--- config.mk ---
export PLATFORM = sky130hd
export DESIGN_NAME = ascending_priority_queue_flat
export DESIGN_NICKNAME = d
export VERILOG_FILES = /design/src/hdl/apq_pkg.sv /design/src/hdl/apq_if.sv /design/src/hdl/ascending_priority_queue.sv /design/src/flat_wrapper.sv
export SDC_FILE = /design/constraint.sdc
export NUM_CORES = 1
export LEC_CHECK = 0
export BUFFER_PORTS_ARGS = -buffer_cell sky130_fd_sc_hd__buf_4
export CAP_MARGIN = 25
export CORE_ASPECT_RATIO = 1.2
export CORE_MARGIN = 5
export CORE_UTILIZATION = 60
export CTS_CLUSTER_DIAMETER = 120
export DETAILED_ROUTE_END_ITERATION = 8
export PLACE_DENSITY = 0.78
export RECOVER_POWER = 100
export SLEW_MARGIN = 5
export SYNTH_ARGS = -nofsm -noshare
export SYNTH_HDL_FRONTEND = slang
export SYNTH_SLANG_ARGS = --single-unit
--- constraint.sdc ---
create_clock -name clk -period 6.5 [get_ports clk]
set_input_delay 0.325 -clock clk [delete_from_list [all_inputs] [get_ports clk]]
set_output_delay 0.325 -clock clk [all_outputs]
set_load 0.1 [all_outputs]
--- src/hdl/apq_pkg.sv ---
// apq_pkg: shared constants and types of the ascending priority queue
// no dependencies; used by the channel interfaces and the top level

package apq_pkg;

	localparam int DEPTH = 8;
	localparam int VAL_W = 32;
	localparam int OCC_W = 4;
	localparam int CNT_W = $clog2(DEPTH + 1);

	typedef enum logic {
		ACT_INSERT = 1'b0,
		ACT_REMOVE = 1'b1
	} action_t;

	typedef enum logic [1:0] {
		ST_INSERTED = 2'd0,
		ST_FULL     = 2'd1,
		ST_REMOVED  = 2'd2,
		ST_EMPTY    = 2'd3
	} status_t;

	typedef logic signed [VAL_W-1:0] value_t;
	typedef logic [CNT_W-1:0] count_t;
	typedef logic [OCC_W-1:0] occ_t;

endpackage

--- src/hdl/apq_if.sv ---
// apq_if: valid/ready channel interfaces of the ascending priority queue
// depends on apq_pkg for payload types

interface apq_cmd_if;
	logic             valid;
	logic             ready;
	apq_pkg::action_t action;
	apq_pkg::value_t  value;

	modport source (output valid, output action, output value, input ready);
	modport sink   (input valid, input action, input value, output ready);
endinterface

interface apq_rsp_if;
	logic             valid;
	logic             ready;
	apq_pkg::status_t status;
	apq_pkg::value_t  removed_value;
	apq_pkg::occ_t    occupancy;

	modport source (output valid, output status, output removed_value, output occupancy,
		input ready);
	modport sink   (input valid, input status, input removed_value, input occupancy,
		output ready);
endinterface

--- src/hdl/ascending_priority_queue.sv ---
// ascending_priority_queue: bounded min-first priority queue, top level
// depends on apq_pkg and the channel interfaces in apq_if.sv
//
// usage
// - cmd channel: action (insert or remove the smallest) and a signed value;
//   a transfer happens on a clock edge with valid and ready both high
// - rsp channel: one result per command with status, removed value (zero unless
//   a value was removed) and occupancy after the operation
// - a taken command waits in the input register and its result in the result
//   register; one command per cycle is sustained while the receiver keeps up
// - the rate is set by the single pass over the entry row: every cell compares
//   itself against the new value and takes its own, its left or its right
//   neighbor's value, or the new value
// - equal values leave in arrival order; insert into a full queue is dropped
//   with status full, remove on an empty queue reports status empty
// - reset clears the fill count and the valid flags; entry contents are left
//   as they are and never read before being written
// - when the receiver stalls the result register holds, the input register
//   holds one more command, and cmd ready falls until the result is taken

module ascending_priority_queue (
	input  logic            clk,
	input  logic            arst_n,
	apq_cmd_if.sink         cmd,
	apq_rsp_if.source       rsp
);

	// input register
	logic               valid_s1;
	apq_pkg::action_t   action_s1;
	apq_pkg::value_t    value_s1;

	// queue state
	apq_pkg::value_t    entries_q [apq_pkg::DEPTH];
	apq_pkg::count_t    fill_q;

	// result register
	logic               rsp_valid_q;
	apq_pkg::status_t   status_q;
	apq_pkg::value_t    removed_q;
	apq_pkg::occ_t      occ_q;

	// next-state of the single pass
	logic               advance;
	logic [apq_pkg::DEPTH-1:0] le;
	apq_pkg::value_t    entries_n [apq_pkg::DEPTH];
	apq_pkg::count_t    fill_n;
	apq_pkg::status_t   status_n;
	apq_pkg::value_t    removed_n;
	logic               is_full;
	logic               is_empty;

	// stage 1 moves on when the result register is free or being emptied
	assign advance   = valid_s1 && (!rsp_valid_q || rsp.ready);
	assign cmd.ready = !valid_s1 || advance;

	assign is_full  = (fill_q == apq_pkg::count_t'(apq_pkg::DEPTH));
	assign is_empty = (fill_q == '0);

	// cells holding entries not greater than the new value form a prefix
	always_comb begin
		for (int i = 0; i < apq_pkg::DEPTH; i++) begin
			le[i] = (apq_pkg::count_t'(i) < fill_q) && (entries_q[i] <= value_s1);
		end
	end

	always_comb begin
		for (int i = 0; i < apq_pkg::DEPTH; i++) begin
			entries_n[i] = entries_q[i];
		end
		fill_n    = fill_q;
		status_n  = apq_pkg::ST_INSERTED;
		removed_n = '0;
		case (action_s1)
			apq_pkg::ACT_INSERT: begin
				if (is_full) begin
					status_n = apq_pkg::ST_FULL;
				end else begin
					status_n = apq_pkg::ST_INSERTED;
					fill_n   = fill_q + apq_pkg::count_t'(1);
					// keep, take the new value at the insert point, or shift right
					for (int i = 0; i < apq_pkg::DEPTH; i++) begin
						if (le[i]) begin
							entries_n[i] = entries_q[i];
						end else if (i == 0) begin
							entries_n[i] = value_s1;
						end else if (le[i-1]) begin
							entries_n[i] = value_s1;
						end else begin
							entries_n[i] = entries_q[i-1];
						end
					end
				end
			end
			apq_pkg::ACT_REMOVE: begin
				if (is_empty) begin
					status_n = apq_pkg::ST_EMPTY;
				end else begin
					status_n  = apq_pkg::ST_REMOVED;
					removed_n = entries_q[0];
					fill_n    = fill_q - apq_pkg::count_t'(1);
					// everything moves one cell toward the head
					for (int i = 0; i < apq_pkg::DEPTH - 1; i++) begin
						entries_n[i] = entries_q[i+1];
					end
				end
			end
			default: begin
				status_n = apq_pkg::ST_EMPTY;
			end
		endcase
	end

	// control registers
	always_ff @(posedge clk or negedge arst_n) begin
		if (!arst_n) begin
			valid_s1    <= 1'b0;
			fill_q      <= '0;
			rsp_valid_q <= 1'b0;
		end else begin
			if (cmd.ready) begin
				valid_s1 <= cmd.valid;
			end
			if (advance) begin
				fill_q      <= fill_n;
				rsp_valid_q <= 1'b1;
			end else if (rsp.ready) begin
				rsp_valid_q <= 1'b0;
			end
		end
	end

	// payload registers
	always_ff @(posedge clk) begin
		if (cmd.ready && cmd.valid) begin
			action_s1 <= cmd.action;
			value_s1  <= cmd.value;
		end
		if (advance) begin
			for (int i = 0; i < apq_pkg::DEPTH; i++) begin
				entries_q[i] <= entries_n[i];
			end
			status_q  <= status_n;
			removed_q <= removed_n;
			occ_q     <= apq_pkg::occ_t'(fill_n);
		end
	end

	assign rsp.valid         = rsp_valid_q;
	assign rsp.status        = status_q;
	assign rsp.removed_value = removed_q;
	assign rsp.occupancy     = occ_q;

	// checks
	a_fill_bound: assert property (@(posedge clk) disable iff (!arst_n)
		fill_q <= apq_pkg::count_t'(apq_pkg::DEPTH))
		else $error("fill count above depth");

	a_remove_dec: assert property (@(posedge clk) disable iff (!arst_n)
		advance && status_n == apq_pkg::ST_REMOVED |=>
		fill_q == $past(fill_q) - apq_pkg::count_t'(1))
		else $error("remove did not lower the fill count");

	a_insert_inc: assert property (@(posedge clk) disable iff (!arst_n)
		advance && status_n == apq_pkg::ST_INSERTED |=>
		fill_q == $past(fill_q) + apq_pkg::count_t'(1))
		else $error("insert did not raise the fill count");

	a_zero_removed: assert property (@(posedge clk) disable iff (!arst_n)
		rsp_valid_q && status_q != apq_pkg::ST_REMOVED |-> removed_q == '0)
		else $error("removed value nonzero without a removal");

	a_no_change_idle: assert property (@(posedge clk) disable iff (!arst_n)
		!advance |=> fill_q == $past(fill_q))
		else $error("fill count moved without an operation");

endmodule
--- src/flat_wrapper.sv ---
// flat-port wrapper written by rule: the top's interface ports become plain ports
module ascending_priority_queue_flat 
  (clk, arst_n, cmd_valid, cmd_action, cmd_value, cmd_ready, rsp_valid, rsp_status, rsp_removed_value, rsp_occupancy, rsp_ready);
  apq_cmd_if cmd_i ();
  apq_rsp_if rsp_i ();
  input  logic clk;
  input  logic arst_n;
  input wire logic [$bits(cmd_i.valid)-1:0] cmd_valid;
  input wire logic [$bits(cmd_i.action)-1:0] cmd_action;
  input wire logic [$bits(cmd_i.value)-1:0] cmd_value;
  output wire logic [$bits(cmd_i.ready)-1:0] cmd_ready;
  output wire logic [$bits(rsp_i.valid)-1:0] rsp_valid;
  output wire logic [$bits(rsp_i.status)-1:0] rsp_status;
  output wire logic [$bits(rsp_i.removed_value)-1:0] rsp_removed_value;
  output wire logic [$bits(rsp_i.occupancy)-1:0] rsp_occupancy;
  input wire logic [$bits(rsp_i.ready)-1:0] rsp_ready;
  assign cmd_i.valid = cmd_valid;
  assign cmd_i.action = cmd_action;
  assign cmd_i.value = cmd_value;
  assign cmd_ready = cmd_i.ready;
  assign rsp_valid = rsp_i.valid;
  assign rsp_status = rsp_i.status;
  assign rsp_removed_value = rsp_i.removed_value;
  assign rsp_occupancy = rsp_i.occupancy;
  assign rsp_i.ready = rsp_ready;
  ascending_priority_queue u_core (.clk(clk), .arst_n(arst_n), .cmd(cmd_i), .rsp(rsp_i));
endmodule
# == Yosys cells after proc, flatten, opt, wreduce, memory -nomap -nowiden ==
# Memories as Yosys holds them, arrays and structs flattened.
# Cells that the tools add are included.
# word_totals
ramBits,256
out_inout_bits,40
n_memories,1
regBits,77
inputBits,37
word_cells,75
# op_classes
reduce_logical,17
n_mux,29
n_bitwise,1
order_cmp,16
n_eq_ne,1
add_sub_neg,2
# mem_list
name,words,word_bits,rd,rd_clocked_by_memory_dff,write_ports,line_no,rtl
u_core.entries_q,8,32,8,0,8,ascending_priority_queue.sv:34,apq_pkg::value_t entries_q [apq_pkg::DEPTH];
# op_table
operator,n
32-bit two-way mux,16
224-bit case mux with 2 select lines,1
32-bit <= comparator,8
256-bit two-way mux,1
224-bit two-way mux,1
"3-bit by 4-bit < comparator with 1-bit output, first input constant",4
1-bit logical AND,10
"1-bit by 4-bit < comparator with 1-bit output, first input constant",2
"2-bit by 4-bit < comparator with 1-bit output, first input constant",2
4-bit two-way mux,2
4-bit case mux with 2 select lines,1
1-bit two-way mux,6
"4-bit by 1-bit adder with 4-bit output, second input constant",1
"4-bit == test, second input constant",1
4-bit zero test,1
2-bit case mux with 2 select lines,1
"4-bit by 1-bit subtractor with 4-bit output, second input constant",1
1-bit zero test,2
1-bit logical OR,2
2-bit nonzero test,1
2-bit OR reduction,1
1-bit inverter,1

# == Depth between registers and ports, before layout ==
# An unclocked memory read counts as a cell.
# logic_depth
ltp_word,7
depth_mapped,11
mapped_depth_nobuf,9

# == Worst setup path before layout ==
# Ideal clock, no wire load.
# synth_path
path_kind,register -> register
start,reg u_core.rsp_valid_q (netlist: u_core.rsp.valid)
end,"mem u_core.entries_q[1][32] in the netlist's numbering, enable pin"
n_path_buf,2
arrival_time_ns,5.175
path_stages_with_launch,7
setup_ns,0.470
period_less_slack_ns,5.646
t_required_ns,6.030
setup_slack_ns,0.854
cell_sequence,dfrtp_1 > nand2b_1 > and2_1 > clkbuf_1 > nor2b_1 > clkbuf_1 > a21boi_0
# synth_lines
item,line_no,rtl
"start, declared",ascending_priority_queue.sv:38,logic rsp_valid_q;
"start signal, assigned",ascending_priority_queue.sv:119,rsp_valid_q <= 1'b0;
"start signal, assigned",ascending_priority_queue.sv:126,rsp_valid_q <= 1'b1;
"start signal, assigned",ascending_priority_queue.sv:128,rsp_valid_q <= 1'b0;
"end, declared",ascending_priority_queue.sv:34,

==> impl_metrics.py <==
metrics = {
    "worst_setup_path": {
        "crit_required_ns": 6.67,
        "crit_path_end_kind": "flip-flop",
        "r2r-start": "u_core.action_s1$_DFFE_PP_",
        "r2r_cells": 6,
        "cp-start-kind": "flip-flop",
        "max_stage_delay_ns": 1.32,
        "cp_max_fo": 231,
        "cpLargestDelayFamily": "buffers and inverters",
        "r2r-end": "u_core.entries_q[1][123]$_DFFE_PP_",
        "path_cells": "buf_12, a31oi_4, clkbuf_1, nand3_1, nor3_1, buf_4",
        "criticalPathCategory": "flip-flop to flip-flop",
        "slowest_stage": "clkbuf_1",
        "critPathArrivalTime_ns": 5.52,
        "ff2ff_setup_slack_ns": 1.16,
        "critPathBufInv": 3,
    },
    "run_status": {
        "violations": "max-capacitance violations, max-slew violations",
        "status": "finished with violations",
    },
    "placed_design": {
        "dp_hpwl_mm": 45.7,
        "routabilityCongestion": 0.957,
        "io_buffers": 76,
        "place_ws_ns": 2.03,
    },
    "sta": {
        "fin_skew_ns": 0.0189,
        "report.final.hold_viol_count": 0,
        "max_freq_mhz": 187,
        "post-route-period-util": 0.822,
        "tightest_slew_ns": 2.43,
        "slew_viol_final": 146,
        "relSlewSlack": -0.618,
        "rsz0062_at_grt": "false",
        "setup_viol": 0,
        "period_minus_slack_ns": 5.34,
        "fin_ws_ns": 1.16,
        "setup_tns_ns": 0,
    },
    "clock_network": {
        "clk_pin_slew_worst_paths_ns": 0.06,
        "cts_tree": "built",
        "cts_buffer_depth": 3,
        "cts_max_level": 2,
        "cts_resized": 0,
        "clk_latency_ns": 0.54,
        "clkSinkCount": 333,
        "numCtsBuffers": 36,
        "root_buffer": "clkbuf_16",
    },
    "power_and_ir_drop": {
        "power_density_nw_per_um2": 368,
        "vdd_drop_max_uv": 221,
        "power_leakage_nw": 9.05,
        "fin_total_pwr_w": 0.00885,
    },
    "floorplanning": {
        "core_um2": 35900,
        "io_pins": 77,
        "rows": 76,
        "fp.dieH_um": 219,
        "start_util": 0.608,
        "die_width_um": 184,
        "die_area_um2": 40400,
    },
    "logic_synthesis": {
        "yosys.area.top_type": "edfxtp_1",
        "syn_nets": 2355,
        "syn-cell-area_um2": 21900,
        "ys_ff_latch": 333,
        "yosysUniqueCellTypes": 69,
        "syn_area_per_cell_um2": 10.6,
        "synth_area_leaders": "edfxtp_1 45%, ha_1 15%, nand2_1 6.5%",
        "syn_inst": 2059,
        "yosysSeqAreaShare": 0.456,
        "ys.warnings.count": 0,
        "synth-edff-count": 327,
        "yosys_most_used_dff": "edfxtp_1",
        "async_flop_share": 0.0180,
        "yosysTopAreaCellShare": 0.449,
    },
    "run": {
        "cap_violations": 4,
    },
    "detailed_routing": {
        "drt-total-wl_mm": 63.5,
        "drtAntennaViolNets": 0,
        "routedWlPerCell_um": 24.4,
        "remaining_drc_errors": 0,
        "first_pass_iters": 5,
        "via_per_inst": 6.98,
        "vias": 18200,
        "dr.first_iter.drc_count": 2165,
    },
    "min_path": {
        "whs_endpoint": "u_core.rsp.valid$_DFFE_PN0P_",
        "hold_depth": 3,
        "holdCritPathClass": "primary input to flip-flop",
        "hp-start": "rsp_ready",
    },
    "global_routing": {
        "grt.total_usage": 0.309,
        "gr-total-overflow": 0,
        "first_global_vias": 17600,
        "grt_pass1_wl_mm": 98.3,
        "grt_antenna_before_repair": 0,
        "grt_max_degree": 232,
    },
    "finish": {
        "mostFrequentLayoutCells": "379 x nand2_1, 327 x edfxtp_1, 259 x ha_1",
        "finalCoreUtilization": 0.669,
        "multi_input_area_um2": 11100,
        "fillerInstances": 2795,
        "antenna_cells": 0,
        "layout_commonest_cell": "nand2_1",
        "drive_above_1_share": 0.0905,
        "syn2layout_area_growth_pct": 9.96,
        "regArea_um2": 9970,
        "nets": 2405,
    },
}
per-layer routing:
layer,track usage,part of all wire,vias to the layer above
met5,0,0,-
met4,0.112,0.037,0
met3,0.0482,0.10,163
met2,0.488,0.45,1153
met1,0.437,0.41,8726
li1,-,-,8124
Yosys cell counts, types with 26 or more instances:
master      n
o21ai_0    85
nand2_1   379
a21o_1     30
inv_1      53
edfxtp_1  327
o311ai_0   98
nor2_1     26
mux2_2     28
and2_1     67
a21oi_1   100
o211ai_2   31
o211ai_1  164
ha_1      259
nand4_1    95
clkbuf_1  105
worst register-to-register path, delay by kind of cell, from the launching register on:
kind,cells,cell delay (ns)
compound gates,1,1.30
buf+inv,3,2.15
flops,1,0.44
simple gates,2,1.08
stage by stage:
| step | instance area, um^2 | hold slack [ns] | instances |
|---|---|---|---|
| floorplan | 21900 | 0.0294 | 2059 |
| global placement | 22700 | 0.140 | 2498 |
| detailed placement | 22700 | 0.145 | 2500 |
| CTS | 24200 | 0.0717 | 2597 |
| global route | 24000 | 0.0900 | 2601 |
| finish | 24000 | 0.0940 | 2601 |
sequential cells by signal, summed over array words and instances (netlist names):
name / flops
u_core.rsp.status: 2
u_core.entries_q: 256
u_core.value_s1: 32
u_core.action_s1: 1
u_core.rsp.removed_value: 32
u_core.rsp.valid: 1
u_core.valid_s1: 1
u_core.rsp.occupancy: 4
u_core.fill_q: 4
worst max-delay path by stage:
stage	startpoint	end	slack, ns	cells after the start
after CTS	u_core.value_s1[25]$_DFFE_PP_	u_core.entries_q[1][35]$_DFFE_PP_	2.02	11
after detailed placement	u_core.value_s1[25]$_DFFE_PP_	u_core.entries_q[1][33]$_DFFE_PP_	2.03	11
after global placement	u_core.value_s1[25]$_DFFE_PP_	u_core.entries_q[1][36]$_DFFE_PP_	1.96	10
after floorplan	u_core.rsp.valid$_DFFE_PN0P_	u_core.entries_q[1][32]$_DFFE_PP_	0.85	6
after global routing	u_core.fill_q[3]$_DFFE_PN0P_	u_core.entries_q[1][9]$_DFFE_PP_	0.97	8
final	u_core.action_s1$_DFFE_PP_	u_core.entries_q[1][123]$_DFFE_PP_	1.16	6
cell families (layout without fill, tap and decap cells):
group,Yosys count,count (layout),share of synthesized area
XOR/XNOR,2,2,0.000801
flip-flops,333,333,0.456
buffers and inverters,188,262,0.0392
adder cells (fa/ha/maj),259,259,0.148
multiplexers,34,34,0.0175
AND/OR/NAND/NOR,648,648,0.140
AO/OA/AOI/OAI,595,595,0.198
what timing repair did:
| action | CTS | global route |
|---|---|---|
| hold buffers | 35 | 0 |
| endpoints found under the hold margin | 40 | 0 |
| setup buffers | 0 | 0 |
power breakdown:
part,switching (W),internal (W)
Clock,0.000852,0.00116
Combinational,0.00234,0.00109
Sequential,0.000378,0.00304
Total,0.00357,0.00528
final cells by class:
cell class,instances,share of cell area
inverters,53,0.00827
flip-flops and latches,333,0.415
multi-input cells,1538,0.462
clock inverters,20,0.00739
clock buffers,42,0.0393
well taps,468,0.0244
repair buffers,147,0.0442
No activity file was read; power rests on OpenSTA's default activity.
